<file path="src/sv/srfp_pkg.sv">
// Shared types and constants for the servo reply frame parser.
// No dependencies; imported by the frame tracker, the top level and the testbench.
package srfp_pkg;

    localparam int unsigned BYTE_W     = 8;
    localparam int unsigned VALUE_W    = 16;
    localparam int unsigned CFG_ADDR_W = 4;

    localparam logic [BYTE_W-1:0] HDR_FIRST  = 8'hFF;
    localparam logic [BYTE_W-1:0] HDR_SECOND = 8'h69;

    // Configuration register indexes
    localparam logic [CFG_ADDR_W-1:0] CFG_MAX_SERVO_ID = 4'd0;
    localparam logic [CFG_ADDR_W-1:0] CFG_MAX_REG_ADDR = 4'd1;

    localparam logic [BYTE_W-1:0] MAX_SERVO_ID_RST = 8'd6;
    localparam logic [BYTE_W-1:0] MAX_REG_ADDR_RST = 8'hC2;

    // One decoded frame as handed from the tracker to the output register
    typedef struct packed {
        logic                valid;
        logic [BYTE_W-1:0]   servo_id;
        logic [BYTE_W-1:0]   reg_addr;
        logic [VALUE_W-1:0]  reg_value;
        logic                in_range;
    } frame_out_t;

endpackage

</file>
<file path="src/sv/srfp_frame_fsm.sv">
// Frame tracker: header hunt, body capture and additive checksum check.
// Depends on srfp_pkg; advances one byte per accepted item.
module srfp_frame_fsm
    import srfp_pkg::*;
(
    input  logic              aclk,
    input  logic              aresetn,
    input  logic              byte_accept,
    input  logic [BYTE_W-1:0] rx_byte,
    input  logic [BYTE_W-1:0] max_servo_id,
    input  logic [BYTE_W-1:0] max_reg_addr,
    output frame_out_t        frame
);

    typedef enum logic [3:0] {
        PH_HUNT = 4'd0,
        PH_HDR2 = 4'd1,
        PH_ID   = 4'd2,
        PH_ADDR = 4'd3,
        PH_LEN  = 4'd4,
        PH_LOW  = 4'd5,
        PH_HIGH = 4'd6,
        PH_CSUM = 4'd7
    } phase_t;

    phase_t            phase_reg, phase_next;
    logic [BYTE_W-1:0] held_id_reg,   held_id_next;
    logic [BYTE_W-1:0] held_addr_reg, held_addr_next;
    logic [BYTE_W-1:0] held_low_reg,  held_low_next;
    logic [BYTE_W-1:0] held_high_reg, held_high_next;
    logic [BYTE_W-1:0] sum_reg,       sum_next;

    always_comb begin
        phase_next     = phase_reg;
        held_id_next   = held_id_reg;
        held_addr_next = held_addr_reg;
        held_low_next  = held_low_reg;
        held_high_next = held_high_reg;
        sum_next       = sum_reg + rx_byte;
        unique case (phase_reg)
            PH_HDR2: phase_next = (rx_byte == HDR_SECOND) ? PH_ID : PH_HUNT;
            PH_ID: begin
                held_id_next = rx_byte;
                sum_next     = rx_byte;
                phase_next   = PH_ADDR;
            end
            PH_ADDR: begin
                held_addr_next = rx_byte;
                phase_next     = PH_LEN;
            end
            PH_LEN:  phase_next = PH_LOW;
            PH_LOW: begin
                held_low_next = rx_byte;
                phase_next    = PH_HIGH;
            end
            PH_HIGH: begin
                held_high_next = rx_byte;
                phase_next     = PH_CSUM;
            end
            PH_CSUM: phase_next = PH_HUNT;
            // Unreachable codes behave like hunting
            default: phase_next = (rx_byte == HDR_FIRST) ? PH_HDR2 : PH_HUNT;
        endcase
    end

    always_comb begin
        frame.valid     = byte_accept && (phase_reg == PH_CSUM) && (rx_byte == sum_reg);
        frame.servo_id  = held_id_reg;
        frame.reg_addr  = held_addr_reg;
        frame.reg_value = {held_high_reg, held_low_reg};
        frame.in_range  = (held_id_reg != '0) && (held_id_reg <= max_servo_id)
                          && (held_addr_reg <= max_reg_addr);
    end

    always_ff @(posedge aclk) begin
        if (!aresetn) begin
            phase_reg <= PH_HUNT;
        end else if (byte_accept) begin
            phase_reg <= phase_next;
        end
        if (byte_accept) begin
            held_id_reg   <= held_id_next;
            held_addr_reg <= held_addr_next;
            held_low_reg  <= held_low_next;
            held_high_reg <= held_high_next;
            sum_reg       <= sum_next;
        end
    end

endmodule

</file>
<file path="src/sv/servo_reply_frame_parser.sv">
// Top level of the servo reply frame parser: config registers, stream ports
// and the result register. Depends on srfp_pkg and srfp_frame_fsm.

// Accepts one received byte per cycle and finds frames of the form 0xFF 0x69,
// id, address, length, data low, data high, checksum. A frame whose checksum
// equals the low byte of the sum of its five body bytes yields one result on
// the master side in the cycle after its checksum byte is accepted; bad frames
// yield nothing. The sustained rate is one byte per cycle: the frame tracker
// handles each byte in the cycle it is accepted, and s_tready drops only while
// a finished result sits in the output register with m_tready low.
module servo_reply_frame_parser
    import srfp_pkg::*;
(
    input  logic                  aclk,
    input  logic                  aresetn,
    // configuration writes
    input  logic                  cfg_we,
    input  logic [CFG_ADDR_W-1:0] cfg_addr,
    input  logic [BYTE_W-1:0]     cfg_wdata,
    // received bytes
    input  logic                  s_tvalid,
    output logic                  s_tready,
    input  logic [7:0]            s_tdata,   // [7:0] rx_byte
    // decoded frames
    output logic                  m_tvalid,
    input  logic                  m_tready,
    output logic [31:0]           m_tdata,   // [7:0] servo_id, [15:8] reg_addr,
                                             // [31:16] reg_value
    output logic [0:0]            m_tuser    // [0] in_range
);

    logic [BYTE_W-1:0] max_servo_id_reg;
    logic [BYTE_W-1:0] max_reg_addr_reg;
    logic              out_valid_reg;
    frame_out_t        out_reg;
    frame_out_t        frame;
    logic              byte_accept;

    assign s_tready    = !out_valid_reg || m_tready;
    assign byte_accept = s_tvalid && s_tready;

    always_ff @(posedge aclk) begin
        if (!aresetn) begin
            max_servo_id_reg <= MAX_SERVO_ID_RST;
            max_reg_addr_reg <= MAX_REG_ADDR_RST;
        end else if (cfg_we) begin
            if (cfg_addr == CFG_MAX_SERVO_ID) begin
                max_servo_id_reg <= cfg_wdata;
            end else if (cfg_addr == CFG_MAX_REG_ADDR) begin
                max_reg_addr_reg <= cfg_wdata;
            end
        end
    end

    srfp_frame_fsm u_fsm (
        .aclk         (aclk),
        .aresetn      (aresetn),
        .byte_accept  (byte_accept),
        .rx_byte      (s_tdata),
        .max_servo_id (max_servo_id_reg),
        .max_reg_addr (max_reg_addr_reg),
        .frame        (frame)
    );

    // Update the valid flag whenever the register is free; only a good
    // checksum marks it valid and loads the result
    always_ff @(posedge aclk) begin
        if (!aresetn) begin
            out_valid_reg <= 1'b0;
        end else if (s_tready) begin
            out_valid_reg <= frame.valid;
        end
        if (frame.valid) begin
            out_reg <= frame;
        end
    end

    assign m_tvalid = out_valid_reg;
    assign m_tdata  = {out_reg.reg_value, out_reg.reg_addr, out_reg.servo_id};
    assign m_tuser  = out_reg.in_range;

endmodule

</file>
<file path="config.mk">
export PLATFORM = sky130hd
export DESIGN_NAME = servo_reply_frame_parser
export DESIGN_NICKNAME = d
export VERILOG_FILES = /design/src/sv/srfp_pkg.sv /design/src/sv/srfp_frame_fsm.sv /design/src/sv/servo_reply_frame_parser.sv
export SDC_FILE = /design/constraint.sdc
export NUM_CORES = 1
export LEC_CHECK = 0
export BUFFER_PORTS_ARGS = -buffer_cell sky130_fd_sc_hd__buf_2
export CAP_MARGIN = 10
export CORE_ASPECT_RATIO = 0.6
export CORE_MARGIN = 5
export CORE_UTILIZATION = 44
export DETAILED_ROUTE_END_ITERATION = 10
export PLACE_DENSITY = 0.73
export SLEW_MARGIN = 10
export SYNTH_ARGS = -nofsm -noshare
export SYNTH_HDL_FRONTEND = slang
export SYNTH_SLANG_ARGS = --single-unit
</file>
<file path="constraint.sdc">
create_clock -name aclk -period 6.4 [get_ports aclk]
set_input_delay 1.92 -clock aclk [delete_from_list [all_inputs] [get_ports aclk]]
set_output_delay 1.92 -clock aclk [all_outputs]
set_load 0.03 [all_outputs]
</file>
==> impl_metrics.json, run 1 <==
{
  "synth_common_cells": "edfxtp_1, nand2_1, inv_1",
  "fmax_mhz": 234.3,
  "hold_path_class": "flop to flop",
  "clock_skew_ps": 6.731,
  "grt_max_degree": 35,
  "clk_latency_ps": 340,
  "cts_tree": "yes",
  "cp_slowest_cell": "buf_2",
  "gp_congestion": 0.7899,
  "vdd_drop_max_uv": 133.8,
  "cp_data_arrival_time_ps": 2350,
  "synth.cell_area_mm2": 0.003923,
  "path_class": "primary input to output pin",
  "io_pins": 60,
  "rsz0062_at_grt": "no",
  "cts_buffers": 9,
  "r2r.worst_path.cells": 6,
  "avgSynthCellArea_um2": 13.62,
  "synth_top_area_share_pct": 55.89,
  "clkSinkCount": 93,
  "seq_area_frac_synth_pct": 66.09,
  "finalInstanceArea_mm2": 0.004672,
  "drive_above_1_share_pct": 23.27,
  "largest_reg_flops": 32,
  "async_flop_share_pct": 0,
  "dr.pass1.iters": 5,
  "syn_to_final_growth_pct": 19.11,
  "hold_viol": 0,
  "whs_path_depth": 0,
  "vias_per_cell": 5.173,
  "htree_levels": 3,
  "ant_nets": 0,
  "drt_wl_total_um": 7865,
  "cp_num_buf_inv": 2,
  "drv_slew": 0,
  "synth_top_cell_by_area": "edfxtp_1",
  "hpwlAfterDp_um": 5943,
  "cts.clk_slew.worst_paths_ps": 70,
  "port_buffers": 59,
  "drc_errors": 0,
  "synth_edf_count": 73,
  "drv_cap": 0,
  "startpoint_type": "primary input",
  "rows": 26,
  "post-route-period-util_pct": 66.68,
  "r2r_end": "m_tdata[29]",
  "core_mm2": 0.008588,
  "antenna_found_initial": 0,
  "cp_common_cell": "buf_2",
  "setup-violations-final": 0,
  "dieArea_mm2": 0.01097,
  "crit_path_max_incr_delay_ps": 190,
  "cp_max_fo": 3,
  "run_status": "complete, no violations",
  "cts_resized": 0,
  "fin_tns_setup_ps": 0,
  "yosysMostFrequentCell": "edfxtp_1",
  "die_h_um": 83.14,
  "synth_cell_type_count": 44,
  "avgRoutedWirePerCell_um": 16.63,
  "slew_headroom_pct": 46.23,
  "period_needed_ps": 4267,
  "synth_area_leaders": "edfxtp_1, dfxtp_1, ha_1",
  "post_cts_buffers": 0,
  "min_from": "u_fsm.held_high_reg[6]",
  "r2r_start": "m_tvalid",
  "reg2reg_slack_ps": 4190,
  "die_width_um": 131.9,
  "end_kind": "output pin",
  "start_util_pct": 45.67,
  "grt_pass1_vias": 2339,
  "crit_family": "buffers and inverters",
  "num_vias": 2447,
  "syn_nets": 337,
  "antenna_cells": 0,
  "worstPathCellList": "buf_2 -> nand2b_1 -> buf_2",
  "clock_path_buffers": 2,
  "track_usage_pct": 14.72,
  "ys_ff_latch": 93,
  "cp_data_required_time_ps": 4480,
  "grt-ovfl-total": 0,
  "min_to": "m_tdata[30]",
  "synthCells": 288,
  "worstMarginPinSlew_ps": 786.2,
  "power_density_mw_per_mm2": 291.9,
  "synth_ff_type": "edfxtp_1",
  "leakage_uw": 0.001822,
  "drt_iter0_drc": 209,
  "fin_nets": 405,
  "synth_warnings": 0,
  "grt_pass1_wl_um": 12460,
  "hold_buffers": 0,
  "cts-root-buf": "clkbuf_16",
  "fin_util_pct": 54.40,
  "place_area_mm2": 0.004359
}
layout by cell type, fill, tap and decap left out, types with 3 or more instances in the layout:
| cell type | n |
|---|---|
| a21oi_1 | 13 |
| buf_2 | 59 |
| buf_4 | 4 |
| clkbuf_16 | 9 |
| dfxtp_1 | 20 |
| edfxtp_1 | 73 |
| ha_1 | 23 |
| inv_1 | 24 |
| inv_8 | 3 |
| mux2i_1 | 14 |
| nand2_1 | 28 |
| nand2b_1 | 4 |
| nand4_1 | 3 |
| nor2_1 | 7 |
| nor2b_1 | 13 |
| nor3_1 | 4 |
| nor4_1 | 4 |
| o211ai_1 | 3 |
| o21a_1 | 5 |
| o21ai_0 | 9 |
logic make-up (layout without fill, tap and decap cells):
family	after synthesis	count (layout)	share of synthesized area [%]
XOR/XNOR	4	4	0.8933
buffers and inverters	30	103	3.318
multiplexers	14	14	3.572
AO/OA/AOI/OAI	47	47	8.038
flip-flops	93	93	66.09
adder cells (fa/ha/maj)	24	24	7.847
AND/OR/NAND/NOR	76	76	10.24
area by class of cell:
type | count | area, um2
clock inverters | 7 | 87.58
multi-input cells | 165 | 1211
fillers | 714 | 3916
flip-flops and latches | 93 | 2592
repair buffers | 63 | 325.3
inverters | 24 | 90.09
well taps | 112 | 140.1
clock buffers | 9 | 225.2
through the flow:
stage	power, uW	cells	hold WS [ps]	worst slack (ps)
global route	1418	473	417.6	2095
floorplan	786.9	288	400.3	720.0
finish	1364	473	413.7	2133
CTS	1373	473	419.2	2131
detailed placement	827.7	457	405.2	2132
global placement	821.3	457	402.7	2131
how the worst max path moves through the flow:
stage,from,endpoint,slack (ps),depth (start not counted)
final,m_tready,s_tready,2130,3
after global routing,m_tready,s_tready,2100,3
after CTS,m_tready,s_tready,2130,3
after detailed placement,m_tready,s_tready,2130,3
after global placement,m_tready,s_tready,2130,3
after floorplan,m_tready,m_tdata[0],720,5
power by group:
group | switching, uW | internal [uW]
Combinational | 76.5 | 62.7
Clock | 235 | 312
Sequential | 7.95 | 669
Total | 320 | 1040
routing by layer:
layer	GRT usage [%]	routed length, um
met5	0	0
met4	5.696	108
met2	18.42	3033
met1	22.50	3992
met3	5.556	731
(Power assumes the default switching activity.)
==> run 2, diff against run 1 <==
PLACE_DENSITY = 0.76   (was 0.73)
clock period = 3.6 ns   (was 6.4 ns; I/O delays follow)
==> impl_metrics.json, run 2 (same netlist as run 1, synthesis figures left out) <==
{
  "run_status": "complete, no violations",
  "cp_slowest_cell": "buf_2",
  "drc_errors": 0,
  "htree_levels": 3,
  "cp_data_required_time_ps": 2520,
  "rows": 26,
  "die_h_um": 83.14,
  "grt-ovfl-total": 0,
  "cp_max_fo": 3,
  "regArea_mm2": 0.002592,
  "finalInstanceArea_mm2": 0.004696,
  "clock_path_buffers": 2,
  "drt_iter0_drc": 216,
  "final_common_cell": "edfxtp_1",
  "port_buffers": 59,
  "avgRoutedWirePerCell_um": 16.93,
  "setup-violations-final": 0,
  "place_ws_ps": 641.9,
  "timing.final.ws_setup_ps": 1009,
  "vias_per_cell": 5.179,
  "dr.pass1.iters": 4,
  "cts_buffers": 9,
  "hpwlAfterDp_um": 6011,
  "rsz0062_at_grt": "no",
  "place_area_mm2": 0.004388,
  "antenna_found_initial": 0,
  "cts.clk_slew.worst_paths_ps": 60,
  "antenna_cells": 0,
  "cp_data_arrival_time_ps": 1510,
  "hold_viol": 0,
  "cp_common_cell": "buf_2",
  "final_cell_mix": "edfxtp_1, buf_2, nand2_1",
  "start_util_pct": 45.67,
  "crit_path_max_incr_delay_ps": 190,
  "end_kind": "output pin",
  "fin_util_pct": 54.68,
  "drive_above_1_share_pct": 23.90,
  "multi_input_area_mm2": 0.001217,
  "clkSinkCount": 93,
  "met3_usage_pct": 5.374,
  "worstMarginPinSlew_ps": 720.2,
  "cts_resized": 0,
  "nFillCells": 711,
  "grt_pass1_wl_um": 13260,
  "fmax_mhz": 385.9,
  "dieArea_mm2": 0.01097,
  "clk_latency_ps": 340,
  "hold_buffers": 0,
  "grt_max_degree": 26,
  "clock_skew_ps": 6.471,
  "cts_tree": "yes",
  "drv_slew": 0,
  "cts-root-buf": "clkbuf_16",
  "slew_headroom_pct": 50.75,
  "fin_tns_setup_ps": 0,
  "leakage_uw": 0.001850,
  "ant_nets": 0,
  "use_met1_pct": 22.25,
  "met2_usage_pct": 21.39,
  "holdWs_ps": 417.7,
  "track_usage_pct": 15.45,
  "worstPathCellList": "buf_2 -> nand2b_1 -> buf_2",
  "core_mm2": 0.008588,
  "post-route-period-util_pct": 71.98,
  "grt_pass1_vias": 2488,
  "die_width_um": 131.9,
  "syn_to_final_growth_pct": 19.71,
  "largest_reg_flops": 32,
  "gp_congestion": 0.8893,
  "power_density_mw_per_mm2": 513.9,
  "path_class": "primary input to output pin",
  "drt_wl_total_um": 8059,
  "vdd_drop_max_uv": 269.9,
  "busiest_layer": "met1",
  "startpoint_type": "primary input",
  "post_cts_buffers": 0,
  "hold_path_class": "flop to flop",
  "num_vias": 2465,
  "drv_cap": 0,
  "period_needed_ps": 2591,
  "io_pins": 60,
  "fin_nets": 408
}
==> run 2: changes by cell type in the layout (fill, tap and decap cells not counted), sizes merged <==
cell      delta
clkinvlp     -1
inv          -1
clkinv       +2
buf          +3
==> run 2: layout make-up <==
class / count / share of cell area (%)
Sequential cell: 93 / 55.21
Multi-Input combinational cell: 165 / 25.93
Timing Repair Buffer: 66 / 7.407
Clock buffer: 9 / 4.796
Tap cell: 112 / 2.984
Inverter: 24 / 1.918
Clock inverter: 7 / 1.759
==> run 2: worst paths after layout <==
| path | slack [ps] | startpoint | cells after the start | to |
|---|---|---|---|---|
| max | 1010 | m_tready | 3 | s_tready |
| min | 420 | u_fsm.held_high_reg[3] | 0 | m_tdata[27] |
| max reg2reg | 1530 | u_fsm.sum_reg[1] | 5 | m_tdata[2] |
| min reg2reg | 420 | u_fsm.held_high_reg[3] | 0 | m_tdata[27] |
==> run 2: per-stage QoR <==
step | instances | total power, uW
after floorplan | 288 | 1401
after global placement | 460 | 1457
after detailed placement | 460 | 1470
after CTS | 476 | 2437
after global routing | 476 | 2520
final | 476 | 2413
==> run 2: worst max-delay path: cells and delay by family <==
kind	cells	cell delay [ps]
AND/OR/NAND/NOR	1	150
buffers and inverters	2	280
==> run 2: power by group <==
| group | switching, uW | leakage, uW | internal, uW |
|---|---|---|---|
| Clock | 411 | 0.000150 | 550 |
| Combinational | 136 | 0.000877 | 112 |
| Sequential | 14.3 | 0.000823 | 1190 |
==> run 2: metal layers <==
layer / wire length, um / part of all wire [%] / up-vias
met5: 0 / 0 / -
met4: 131 / 1.6 / 0
met3: 460 / 5.7 / 12
met2: 3426 / 43 / 77
met1: 4040 / 50 / 1174
li1: - / - / 1202
==> run 3, diff against run 2 <==
clock period = 2.2 ns   (was 3.6 ns; I/O delays follow)
==> impl_metrics.json, run 3 (same netlist as run 1, synthesis figures left out) <==
{
  "worstMarginPinSlew_ps": 549.1,
  "leakage_uw": 0.001927,
  "hold_viol": 0,
  "cp_max_fo": 10,
  "htree_levels": 3,
  "min_from": "u_fsm.held_high_reg[6]",
  "place_ws_ps": -139.9,
  "cp_data_required_time_ps": 2240,
  "power_density_mw_per_mm2": 825.3,
  "reg2reg_slack_ps": 170,
  "period_needed_ps": 2030,
  "path_class": "flop to flop",
  "setup-violations-final": 0,
  "clk_latency_ps": 340,
  "grt-ovfl-total": 0,
  "dieArea_mm2": 0.01097,
  "post-route-period-util_pct": 92.27,
  "port_buffers": 59,
  "rsz0062_at_grt": "no",
  "rows": 26,
  "final_cells": 492,
  "clkSinkCount": 93,
  "largest_reg_flops": 32,
  "crit_path_max_incr_delay_ps": 420,
  "fin_nets": 424,
  "post_cts_buffers": 0,
  "avgRoutedWirePerCell_um": 17.00,
  "drt_iter0_drc": 172,
  "grt_max_degree": 25,
  "dp_cells": 476,
  "grt_pass1_vias": 2497,
  "cts.clk_slew.worst_paths_ps": 70,
  "final_common_cell": "edfxtp_1",
  "drive_above_1_share_pct": 30.26,
  "r2r.worst_path.cells": 5,
  "antenna_found_initial": 0,
  "ant_nets": 0,
  "slew_headroom_pct": 63.23,
  "vdd_drop_max_uv": 457.2,
  "gp_congestion": 0.8401,
  "cts_tree": "yes",
  "cts_resized": 0,
  "fmax_mhz": 492.6,
  "hpwlAfterDp_um": 6284,
  "num_vias": 2522,
  "cts-root-buf": "clkbuf_16",
  "hold_buffers": 0,
  "timing.final.ws_setup_ps": 170.0,
  "die_width_um": 131.9,
  "vias_per_cell": 5.126,
  "crit_family": "simple AND/OR/NAND/NOR gates",
  "track_usage_pct": 15.71,
  "min_to": "m_tdata[30]",
  "cp_data_arrival_time_ps": 2070,
  "worstPathCellList": "ha_4 -> nor4_1 -> nand2_1 -> nor3_4 -> buf_4",
  "cp_slowest_cell": "edfxtp_1",
  "cts_buffers": 9,
  "core_mm2": 0.008588,
  "drc_errors": 0,
  "r2r_end": "m_tdata[6]",
  "drv_cap": 0,
  "drt_wl_total_um": 8363,
  "whs_path_depth": 0,
  "antenna_cells": 0,
  "start_util_pct": 45.67,
  "end_kind": "flop",
  "startpoint_type": "flop",
  "run_status": "complete, no violations",
  "syn_to_final_growth_pct": 25.84,
  "cp_num_buf_inv": 1,
  "hold_path_class": "flop to flop",
  "drv_slew": 0,
  "io_pins": 60,
  "r2r_start": "u_fsm.sum_reg[5]",
  "clock_skew_ps": 5.653,
  "dr.pass1.iters": 4,
  "final_cell_mix": "edfxtp_1, buf_2, nand2_1",
  "die_h_um": 83.14,
  "grt_pass1_wl_um": 13410,
  "clock_path_buffers": 2
}
## run 3: cell types whose count changed in the layout (fill, tap and decap cells not counted), sizes merged
| cell | delta |
|---|---|
| buf | +16 |
## run 3: how the worst max path moves through the flow
stage	from	end	slack, ps	depth (start not counted)
floorplan	s_tdata[5]	m_tdata[0]	-350	4
global placement	s_tdata[5]	m_tdata[7]	-190	6
detailed placement	s_tdata[5]	m_tdata[7]	-140	6
CTS	u_fsm.sum_reg[5]	m_tdata[6]	190	5
global route	u_fsm.sum_reg[3]	m_tdata[5]	140	5
finish	u_fsm.sum_reg[5]	m_tdata[6]	170	5
## run 3: power breakdown
group          switching, uW  internal (uW)
Sequential              37.6           1950
Combinational            245            282
Clock                    666            894
## run 3: area by class of cell
cell class | count | area, um2
timing repair buffer | 82 | 480.5
sequential | 93 | 2592
clock inverter | 7 | 78.83
inverter | 24 | 92.59
tap | 112 | 140.1
clock buffer | 9 | 225.2
fill | 712 | 3652
multi-input combinational | 165 | 1326
## run 3: layer usage
layer  global-route usage, %  share of wire (%)  vias to the layer above
met5                       0                  0                        -
met4                   4.202               0.57                        0
met3                   6.341                8.9                        6
met2                   21.67                 41                       83
met1                   22.81                 50                     1196
li1                        -                  -                     1237
## run 3: stage by stage
step	hold WS (ps)	cell area, um2	power [uW]	setup TNS [ps]	util (%)
2_1_floorplan	400.3	4045	2356	-12470	-
3_3_place_gp	401.8	4632	2529	-5801	53.93
3_5_place_dp	405.2	4632	2546	-4311	53.93
4_1_cts	421.2	4936	4114	0	57.47
5_1_grt	429.8	4936	4240	0	57.47
6_report	421.4	4936	4074	0	57.47
